$ cat config.mk
export PLATFORM = sky130hd
export DESIGN_NAME = bitstream_header_classifier_flat
export DESIGN_NICKNAME = d
export VERILOG_FILES = /design/src/hw/rtl/bhc_pkg.sv /design/src/hw/rtl/bhc_if.sv /design/src/hw/rtl/bhc_word_check.sv /design/src/hw/rtl/bitstream_header_classifier.sv /design/src/flat_wrapper.sv
export SDC_FILE = /design/constraint.sdc
export NUM_CORES = 1
export LEC_CHECK = 0
export ABC_AREA = 1
export BUFFER_PORTS_ARGS = -buffer_cell sky130_fd_sc_hd__buf_4
export CAP_MARGIN = 20
export CORE_ASPECT_RATIO = 1.4
export CORE_UTILIZATION = 38
export CTS_BUF_LIST = sky130_fd_sc_hd__clkbuf_8
export DETAILED_ROUTE_END_ITERATION = 8
export REMOVE_ABC_BUFFERS = 1
export SKIP_CTS_REPAIR_TIMING = 1
export SLEW_MARGIN = 20
export SYNTH_ARGS = -nofsm -noshare
export SYNTH_HDL_FRONTEND = slang
export SYNTH_SLANG_ARGS = --single-unit
$ cat constraint.sdc
create_clock -name i_clk -period 3.1 [get_ports i_clk]
set_input_delay 0.62 -clock i_clk [delete_from_list [all_inputs] [get_ports i_clk]]
set_output_delay 0.62 -clock i_clk [all_outputs]
set_load 0.1 [all_outputs]
$ cat src/hw/rtl/bhc_pkg.sv
// Shared constants and types for the bitstream header classifier.
package bhc_pkg;

    localparam int BYTE_W     = 8;
    localparam int WORD_W     = 32;
    localparam int PHASE_W    = 2;
    localparam int WORDS_W    = 27;
    localparam int COUNT1_W   = 11;
    localparam int FULL_LEN_W = 29;
    localparam int MODE_W     = 2;

    localparam logic [WORD_W-1:0] SYNC_WORD = 32'hAA99_5566;

    localparam logic [2:0] HDR_TYPE1    = 3'd1;
    localparam logic [2:0] HDR_TYPE2    = 3'd2;
    localparam logic [1:0] OP_WRITE     = 2'd2;
    localparam logic [4:0] REG_DATA_IN  = 5'd2;

    localparam logic [MODE_W-1:0] MODE_UNKNOWN = 2'd0;
    localparam logic [MODE_W-1:0] MODE_FULL    = 2'd1;
    localparam logic [MODE_W-1:0] MODE_PARTIAL = 2'd2;

    typedef struct packed {
        logic               hit;
        logic [WORDS_W-1:0] words;
        logic               want_type2;
    } t_word_result;

endpackage

$ cat src/hw/rtl/bhc_if.sv
// Handshake channels of the bitstream header classifier.
interface bhc_in_if import bhc_pkg::*; ();
    logic              valid;
    logic              ready;
    logic [BYTE_W-1:0] data_byte;
    logic              last;

    modport source (output valid, output data_byte, output last, input ready);
    modport sink   (input valid, input data_byte, input last, output ready);
endinterface

interface bhc_out_if import bhc_pkg::*; ();
    logic               valid;
    logic               ready;
    logic [MODE_W-1:0]  mode;
    logic [WORDS_W-1:0] payload_words;

    modport source (output valid, output mode, output payload_words, input ready);
    modport sink   (input valid, input mode, input payload_words, output ready);
endinterface

interface bhc_cfg_if import bhc_pkg::*; ();
    logic                  valid;
    logic                  ready;
    logic [FULL_LEN_W-1:0] full_length_bytes;

    modport source (output valid, output full_length_bytes, input ready);
    modport sink   (input valid, input full_length_bytes, output ready);
endinterface

$ cat src/hw/rtl/bhc_word_check.sv
// Packet header decode of one assembled word.
module bhc_word_check import bhc_pkg::*; (
    input  logic [WORD_W-1:0] i_word,
    input  logic              i_want_type2,
    output t_word_result      o_result
);

    logic [2:0]          w_hdr;
    logic [1:0]          w_op;
    logic [4:0]          w_addr;
    logic [COUNT1_W-1:0] w_count1;
    logic                w_type1_hit;

    assign w_hdr       = i_word[31:29];
    assign w_op        = i_word[28:27];
    assign w_addr      = i_word[17:13];
    assign w_count1    = i_word[COUNT1_W-1:0];
    assign w_type1_hit = (w_hdr == HDR_TYPE1) && (w_op == OP_WRITE) && (w_addr == REG_DATA_IN);

    always_comb begin
        o_result = '0;
        if (i_want_type2 && (w_hdr == HDR_TYPE2)) begin
            o_result.hit   = 1'b1;
            o_result.words = i_word[WORDS_W-1:0];
        end else if (w_type1_hit) begin
            if (w_count1 != '0) begin
                o_result.hit   = 1'b1;
                o_result.words = {{(WORDS_W-COUNT1_W){1'b0}}, w_count1};
            end else begin
                o_result.want_type2 = 1'b1;
            end
        end
    end

endmodule

$ cat src/hw/rtl/bitstream_header_classifier.sv
// An accepted byte sits in the input register, its result in the output register.
// Throughput: one byte per cycle; a waiting result does not stop intake while
// the input register is free, and a full pipeline stalls only on the output side.
// Synchronous active-low reset clears the parser state, the pipeline valids and
// the full length register (to 0).
module bitstream_header_classifier import bhc_pkg::*; (
    input  logic       i_clk,
    input  logic       i_rst_n,
    bhc_cfg_if.sink    i_cfg,
    bhc_in_if.sink     i_in,
    bhc_out_if.source  o_out
);

    logic [FULL_LEN_W-1:0] r_full_len;

    logic              r_in_valid;
    logic [BYTE_W-1:0] r_byte;
    logic              r_last;

    logic [WORD_W-1:0]  r_win,     n_win;
    logic               r_sync,    n_sync;
    logic [PHASE_W-1:0] r_phase,   n_phase;
    logic               r_want2,   n_want2;
    logic               r_decided, n_decided;

    logic               r_out_valid;
    logic [MODE_W-1:0]  r_mode,  n_mode;
    logic [WORDS_W-1:0] r_words, n_words;
    logic               n_hit;

    logic               w_adv;
    logic               w_fire;
    logic [WORD_W-1:0]  w_win_shift;
    logic [PHASE_W-1:0] w_phase_inc;
    t_word_result       w_chk;

    assign w_adv    = !r_out_valid || o_out.ready;
    assign w_fire   = r_in_valid && w_adv;
    assign i_in.ready = !r_in_valid || w_adv;
    assign i_cfg.ready = 1'b1;

    assign w_win_shift = {r_win[WORD_W-BYTE_W-1:0], r_byte};
    assign w_phase_inc = r_phase + PHASE_W'(1);

    bhc_word_check u_word_check (
        .i_word       (w_win_shift),
        .i_want_type2 (r_want2),
        .o_result     (w_chk)
    );

    always_comb begin
        n_win     = r_win;
        n_sync    = r_sync;
        n_phase   = r_phase;
        n_want2   = r_want2;
        n_decided = r_decided;
        n_hit     = 1'b0;
        n_mode    = MODE_UNKNOWN;
        n_words   = '0;
        if (!r_decided) begin
            n_win = w_win_shift;
            if (!r_sync) begin
                if (w_win_shift == SYNC_WORD) begin
                    n_sync  = 1'b1;
                    n_phase = '0;
                end
            end else begin
                n_phase = w_phase_inc;
                if (w_phase_inc == '0) begin
                    n_want2 = w_chk.want_type2;
                    if (w_chk.hit) begin
                        n_hit     = 1'b1;
                        n_decided = 1'b1;
                        n_words   = w_chk.words;
                        n_mode    = ({w_chk.words, 2'b00} == r_full_len) ? MODE_FULL
                                                                          : MODE_PARTIAL;
                    end
                end
            end
        end
        if (r_last) begin
            if (!n_hit && !r_decided) begin
                n_hit   = 1'b1;
                n_mode  = MODE_UNKNOWN;
                n_words = '0;
            end
            n_win     = '0;
            n_sync    = 1'b0;
            n_phase   = '0;
            n_want2   = 1'b0;
            n_decided = 1'b0;
        end
    end

    always_ff @(posedge i_clk) begin
        if (!i_rst_n) begin
            r_full_len <= '0;
        end else if (i_cfg.valid && i_cfg.ready) begin
            r_full_len <= i_cfg.full_length_bytes;
        end
    end

    always_ff @(posedge i_clk) begin
        if (!i_rst_n) begin
            r_in_valid <= 1'b0;
        end else if (i_in.ready) begin
            r_in_valid <= i_in.valid;
        end
    end

    always_ff @(posedge i_clk) begin
        if (i_in.valid && i_in.ready) begin
            r_byte <= i_in.data_byte;
            r_last <= i_in.last;
        end
    end

    always_ff @(posedge i_clk) begin
        if (!i_rst_n) begin
            r_win     <= '0;
            r_sync    <= 1'b0;
            r_phase   <= '0;
            r_want2   <= 1'b0;
            r_decided <= 1'b0;
        end else if (w_fire) begin
            r_win     <= n_win;
            r_sync    <= n_sync;
            r_phase   <= n_phase;
            r_want2   <= n_want2;
            r_decided <= n_decided;
        end
    end

    always_ff @(posedge i_clk) begin
        if (!i_rst_n) begin
            r_out_valid <= 1'b0;
        end else if (w_adv) begin
            r_out_valid <= w_fire && n_hit;
        end
    end

    always_ff @(posedge i_clk) begin
        if (w_fire && n_hit) begin
            r_mode  <= n_mode;
            r_words <= n_words;
        end
    end

    assign o_out.valid         = r_out_valid;
    assign o_out.mode          = r_mode;
    assign o_out.payload_words = r_words;

    // parser state consistency
    a_decided_needs_sync: assert property (@(posedge i_clk) disable iff (!i_rst_n)
        r_decided |-> r_sync)
        else $error("decided without sync");

    a_phase_needs_sync: assert property (@(posedge i_clk) disable iff (!i_rst_n)
        (r_phase != '0) |-> r_sync)
        else $error("word phase advanced before sync");

    a_want2_state: assert property (@(posedge i_clk) disable iff (!i_rst_n)
        r_want2 |-> (r_sync && !r_decided))
        else $error("type-2 expectation outside a live stream");

    a_unknown_zero: assert property (@(posedge i_clk) disable iff (!i_rst_n)
        (r_out_valid && (r_mode == MODE_UNKNOWN)) |-> (r_words == '0))
        else $error("unknown result with nonzero word count");

    a_mode_legal: assert property (@(posedge i_clk) disable iff (!i_rst_n)
        r_out_valid |-> ((r_mode == MODE_UNKNOWN) || (r_mode == MODE_FULL)
                         || (r_mode == MODE_PARTIAL)))
        else $error("illegal result mode");

endmodule
$ cat src/flat_wrapper.sv
// flat-port wrapper written by rule: the top's interface ports become plain ports
module bitstream_header_classifier_flat import bhc_pkg::*;
  (i_clk, i_rst_n, i_cfg_valid, i_cfg_full_length_bytes, i_cfg_ready, i_in_valid, i_in_data_byte, i_in_last, i_in_ready, o_out_valid, o_out_mode, o_out_payload_words, o_out_ready);
  bhc_cfg_if i_cfg_i ();
  bhc_in_if i_in_i ();
  bhc_out_if o_out_i ();
  input  logic i_clk;
  input  logic i_rst_n;
  input wire logic [$bits(i_cfg_i.valid)-1:0] i_cfg_valid;
  input wire logic [$bits(i_cfg_i.full_length_bytes)-1:0] i_cfg_full_length_bytes;
  output wire logic [$bits(i_cfg_i.ready)-1:0] i_cfg_ready;
  input wire logic [$bits(i_in_i.valid)-1:0] i_in_valid;
  input wire logic [$bits(i_in_i.data_byte)-1:0] i_in_data_byte;
  input wire logic [$bits(i_in_i.last)-1:0] i_in_last;
  output wire logic [$bits(i_in_i.ready)-1:0] i_in_ready;
  output wire logic [$bits(o_out_i.valid)-1:0] o_out_valid;
  output wire logic [$bits(o_out_i.mode)-1:0] o_out_mode;
  output wire logic [$bits(o_out_i.payload_words)-1:0] o_out_payload_words;
  input wire logic [$bits(o_out_i.ready)-1:0] o_out_ready;
  assign i_cfg_i.valid = i_cfg_valid;
  assign i_cfg_i.full_length_bytes = i_cfg_full_length_bytes;
  assign i_cfg_ready = i_cfg_i.ready;
  assign i_in_i.valid = i_in_valid;
  assign i_in_i.data_byte = i_in_data_byte;
  assign i_in_i.last = i_in_last;
  assign i_in_ready = i_in_i.ready;
  assign o_out_valid = o_out_i.valid;
  assign o_out_mode = o_out_i.mode;
  assign o_out_payload_words = o_out_i.payload_words;
  assign o_out_i.ready = o_out_ready;
  bitstream_header_classifier u_core (.i_clk(i_clk), .i_rst_n(i_rst_n), .i_cfg(i_cfg_i), .i_in(i_in_i), .o_out(o_out_i));
endmodule
Yosys cells after proc, flatten, opt, wreduce, memory -nomap -nowiden
Cells that the tools add are included.
Cells by class
  multiplexer cells: 40
  reduce and logical (&&, ||, !) cells: 21
  equality and inequality tests: 7
  add/sub/neg operators: 1
Operators with widths (count)
  27-bit two-way mux: 6
  28-bit two-way mux: 2
  24-bit two-way mux: 2
  32-bit == test, second input constant: 1
  29-bit == test: 1
  29-bit two-way mux: 1
  2-bit two-way mux: 11
  1-bit two-way mux: 18
  11-bit nonzero test: 1
  1-bit logical AND: 7
  5-bit by 2-bit == test with 1-bit output, second input constant: 1
  1-bit logical NOT: 4
  4-bit AND reduction: 1
  2-bit nonzero test: 2
  3-bit by 1-bit == test with 1-bit output, second input constant: 1
  3-bit by 2-bit == test with 1-bit output, second input constant: 1
  3-bit AND reduction: 1
  3-bit nonzero test: 1
  2-bit by 1-bit adder with 2-bit output, second input constant: 1
  2-bit == test, second input constant: 1
  2-bit logical NOT: 1
  1-bit logical OR: 2
  2-bit by 1-bit != test with 1-bit output, second input constant: 1
  2-bit AND reduction: 1
Word-level totals
  input port bits: 43
  output and inout bits: 32
  register bits after elaboration: 98

Depth between registers and ports, before layout
  depth in word-level cells: 14
  depth in mapped cells: 15

By module
A second synthesis with hierarchy kept.
Second synthesis, totals
  cell total of the unflattened synthesis: 641
  area total of the unflattened synthesis: 4735.8 µm²
Modules (own cells, without submodules)
  bitstream_header_classifier: area an instance 4347.9 µm², times used 1, cells an instance 544
  bhc_word_check: area an instance 387.9 µm², times used 1, cells an instance 97

Least setup slack after synthesis
No wires, ideal clock.
  path type: reg-to-reg
  start point: reg u_core.r_out_valid, in the netlist u_core.o_out.valid
  end point: reg u_core.r_byte[0], enable pin
  data required time: 2.816 ns
  period minus slack after synthesis: 2.757 ns
  buffers on the path: 0
  setup time: 0.284 ns
  stages on the path, launching flop included: 4
  setup slack: 0.343 ns
  arrival: 2.473 ns
  cells stage by stage: dfxtp_1 -> nand3_1 -> nand2_1 -> inv_1
On the way
  word-level cells in the longest chain between the ends: 4
Ends and longest elaborated chain
  from (decl): RTL line bitstream_header_classifier.sv:26  | logic r_out_valid;
  from (signal assigned): RTL line bitstream_header_classifier.sv:138  | r_out_valid <= w_fire && n_hit;
  1-bit logical NOT: RTL line bitstream_header_classifier.sv:37  | assign w_adv = !r_out_valid || o_out.ready;
  1-bit logical OR: RTL line bitstream_header_classifier.sv:37
  1-bit logical OR: RTL line bitstream_header_classifier.sv:39  | assign i_in.ready = !r_in_valid || w_adv;
  net i_in_ready: RTL line flat_wrapper.sv:15  | output wire logic [$bits(i_in_i.ready)-1:0] i_in_ready;
  1-bit logical AND: RTL line bitstream_header_classifier.sv:112  | if (i_in.valid && i_in.ready) begin
  to (signal assigned): RTL line bitstream_header_classifier.sv:113  | r_byte <= i_in.data_byte;
  to (decl): RTL line bitstream_header_classifier.sv:17  | logic [BYTE_W-1:0] r_byte;
The timed path passes the listed nets, and every way through them passes these cells.
A chain may end at the register's enable or synchronous reset.

Worst setup path after layout
  start point: reg u_core.r_win[23]
  end point: reg u_core.r_mode[1], in the netlist u_core.o_out.mode[1], data pin
On the way
  word-level cells in the longest chain between the ends: 13
Ends and longest elaborated chain
  from (decl): RTL line bitstream_header_classifier.sv:20  | logic [WORD_W-1:0] r_win, n_win;
  from (signal assigned): RTL line bitstream_header_classifier.sv:126  | r_win <= n_win;
  3-bit by 1-bit == test with 1-bit output: RTL line bhc_word_check.sv:18  | assign w_type1_hit = (w_hdr == HDR_TYPE1) && (w_op == OP_WRITE) && (w_addr == REG_DATA_IN);
  1-bit logical AND (2 in series): RTL line bhc_word_check.sv:18
  29-bit two-way mux: RTL line bhc_word_check.sv:25  | end else if (w_type1_hit) begin
  28-bit two-way mux *: RTL line bhc_word_check.sv:22  | if (i_want_type2 && (w_hdr == HDR_TYPE2)) begin
  29-bit == test / 1-bit two-way mux (equally long branches): RTL line bitstream_header_classifier.sv:75, bitstream_header_classifier.sv:71
  2-bit two-way mux / 1-bit two-way mux (equally long branches): RTL line bitstream_header_classifier.sv:75, bitstream_header_classifier.sv:69
  2-bit two-way mux / 1-bit two-way mux (equally long branches): RTL line bitstream_header_classifier.sv:71, bitstream_header_classifier.sv:62
  2-bit two-way mux / 1-bit two-way mux (equally long branches): RTL line bitstream_header_classifier.sv:69, bitstream_header_classifier.sv:60
  2-bit two-way mux / 1-bit logical NOT (equally long branches): RTL line bitstream_header_classifier.sv:62, bitstream_header_classifier.sv:82
  2-bit two-way mux / 1-bit logical AND (equally long branches): RTL line bitstream_header_classifier.sv:60, bitstream_header_classifier.sv:82
  2-bit two-way mux: RTL line bitstream_header_classifier.sv:82  | if (!n_hit && !r_decided) begin
  2-bit two-way mux *: RTL line bitstream_header_classifier.sv:81  | if (r_last) begin
  net u_core.n_mode[1]: RTL line bitstream_header_classifier.sv:27  | logic [MODE_W-1:0] r_mode, n_mode;
  to (signal assigned): RTL line bitstream_header_classifier.sv:144  | r_mode <= n_mode;
  to (decl): RTL line bitstream_header_classifier.sv:27
Mark *: on every way through the listed nets, which the timed path passes. The rest lies on a longest branch.

==> impl_metrics.toml <==
[run_status]
status = "finished clean"

[power]
comb_power_share = 0.116
net-switching-power_uw = 704.2
p_per_area_nw_per_um2 = 535.3
pwr-share-seq = 0.504
peakVddDrop_mv = 0.3110
finalPower_mw = 2.823
power_frac_clock = 0.379
leakagePower_nw = 2.042
intPower_mw = 2.119
sw_frac_of_total = 0.2494

[detailed_routing]
postRouteAntennaNets = 0
finalWirelength_mm = 11.26
drt_iter0_drc = 247
drc_errors = 0
wire_per_inst_um = 14.80
viasPerCell = 4.959
via_count = 3774
drt-pass1-iter-count = 4

[grt]
grt_max_degree = 51
grt_pass1_wl_mm = 17.82
first_global_vias = 3529
track_usage = 0.1970
overflow = 0
antenna_found_initial = 0

[timing]
hold_viol = 0
worstMarginPinSlew_ps = 1040
setup-violations-final = 0
post-route-min-period_ps = 2327
rsz0062_at_grt = "no"
report.final.slew_viol_count = 0
fmax_ghz = 0.4298
fin_skew_ps = 10.41
post-route-period-util = 0.7506
hold-worst-slack_ps = 414.9
tns_ps = 0
relSlewSlack = 0.3058

[cts]
ctsHtreeMaxLevel = 3
clock_latency_ps = 370
numClockSinks = 98
cts_buffer_depth = 2
tritoncts = "yes"
clockRootBuffer = "clkbuf_8"
cts.clk_slew.worst_paths_ps = 90
cts_buffers = 9

[synth]
synth.distinct_cells = 32
synth_top_cell_by_area = "dfxtp_1"
synth_flop_cell = "dfxtp_1"
ys_warn_count = 0
synth_most_common_cell = "nand2_1"
ys_seq_elements = 98
synth_edf_count = 38
netlist_area_um2 = 4349
synth_top_area_frac = 0.2762
synth_cells = 548
synth_common_cells = "114 x nand2_1, 87 x nor2_1, 60 x dfxtp_1, 56 x a21oi_1, 52 x inv_1"
syn_area_per_cell_um2 = 7.936
synthArstFlopShare = 0
ys_seq_area_frac = 0.5386
synth.area.top_cells = "dfxtp_1 28%, edfxtp_1 26%, nand2_1 9.8%"

[place]
place_hpwl_mm = 8.155
gp_congestion = 0.9104
portBuffers = 73
postPlaceCellArea_um2 = 5007
dp.cells = 745

[critical_path]
start_kind = "register"
required_ps = 3240
endpoint_kind = "register"
r2r_slack_ps = 770
critical_path_class = "register to register"
arrival_ps = 2470
critPathMaxFanout = 21

[finish]
postLayoutCellArea_um2 = 5274
instances_no_fill = 761
area_delta_synth_final_pct = 21.26
drive_gt1_frac = 0.1694
fillers = 1103
fin_nets = 659
diodes = 0

[floorplanning]
core-area_um2 = 10980
initial_utilization = 0.3961
die_area_um2 = 11880
std_cell_rows = 45
die_y_um = 128.6
die_w_um = 92.42
pin_count = 75

[worst_hold_path]
hp-class = "input pin to register"

[flow_run]
max_cap_violations = 0
logic make-up (layout without fill, tap and decap cells):
family                     count (synthesis)  after routing  share of synthesized area
and+or+nand+nor                          257            257                     0.2474
DFF                                       98             98                     0.5385
AOI/OAI and AO/OA                        109            109                     0.1306
other                                      1              1                  0.0008622
xor gates and xnor gates                   2              2                   0.004028
adders and majority gates                  1              1                   0.002876
buffers and inverters                     80            152                    0.07566
worst max-delay path, cell delays in order (launching register included):
cell and delay [ps]:
dfxtp_1 370, nor2_4 310, nand2_2 190, inv_2 330
nand2_1 120, nand2_1 90, nand2_1 50, nor2_1 80
nand2_1 50, nor2_1 80, nand2_1 60, nor2_1 110
nand3_1 130, nand2_1 90, inv_1 30
per-stage QoR:
step,util,setup WS (ps)
after detailed placement,0.4561,758.0
after CTS,0.4803,742.8
after global routing,0.4803,440.2
after floorplan,-,343.2
after global placement,0.4561,870.6
final,0.4803,773.2
cells in the final DEF (no fill, tap or decap), types with 4 or more instances in the layout:
cell type,instances
a21oi_1,56
buf_4,80
bufinv_16,4
clkbuf_8,10
dfxtp_1,60
edfxtp_1,38
inv_1,53
nand2_1,114
nand3_1,24
nand3b_1,4
nand4_1,10
nor2_1,87
nor3_1,10
o21ai_0,39
o21ai_1,5
routing by layer:
layer,global-route usage,vias to the layer above,wire [um]
met5,0,-,0
met4,0.08364,0,272
met3,0.03546,16,464
met2,0.3542,86,6045
met1,0.2282,1742,4480
li1,-,1930,-
area by class of cell:
cell class / instances / area, um2 / share of cell area
sequential: 98 / 2342 / 0.4441
multi-input combinational: 370 / 1678 / 0.3181
timing repair buffer: 80 / 600.6 / 0.1139
inverter: 56 / 210.2 / 0.03986
tap: 141 / 176.4 / 0.03345
clock buffer: 10 / 137.6 / 0.02610
clock inverter: 6 / 128.9 / 0.02444
state kept, by name, indices dropped and copies added (netlist names):
| signal | flops |
|---|---|
| u_core.r_sync | 1 |
| u_core.o_out.payload_words | 27 |
| u_core.r_full_len | 29 |
| u_core.o_out.valid | 1 |
| u_core.r_win | 24 |
| u_core.r_last | 1 |
| u_core.o_out.mode | 2 |
| u_core.r_in_valid | 1 |
| u_core.r_want2 | 1 |
| u_core.r_byte | 8 |
| u_core.r_phase | 2 |
| u_core.r_decided | 1 |
power by group through the flow:
stage                     Clock, mW  Combinational, mW  Sequential [mW]
after floorplan                   0              0.109             1.56
after global placement            0              0.331             1.45
after detailed placement          0              0.331             1.45
after CTS                      1.08              0.332             1.42
after global routing           1.15              0.355             1.43
final                          1.07              0.329             1.42
worst paths after layout:
check                       startpoint                    to  depth (start not counted)
hold / removal       i_in_data_byte[5]      u_core.r_byte[5]                          1
setup reg to reg      u_core.r_win[23]  u_core.o_out.mode[1]                         14
hold reg to reg   u_core.r_full_len[0]  u_core.r_full_len[0]                          2
setup / recovery      u_core.r_win[23]  u_core.o_out.mode[1]                         14
(Power assumes the default switching activity.)
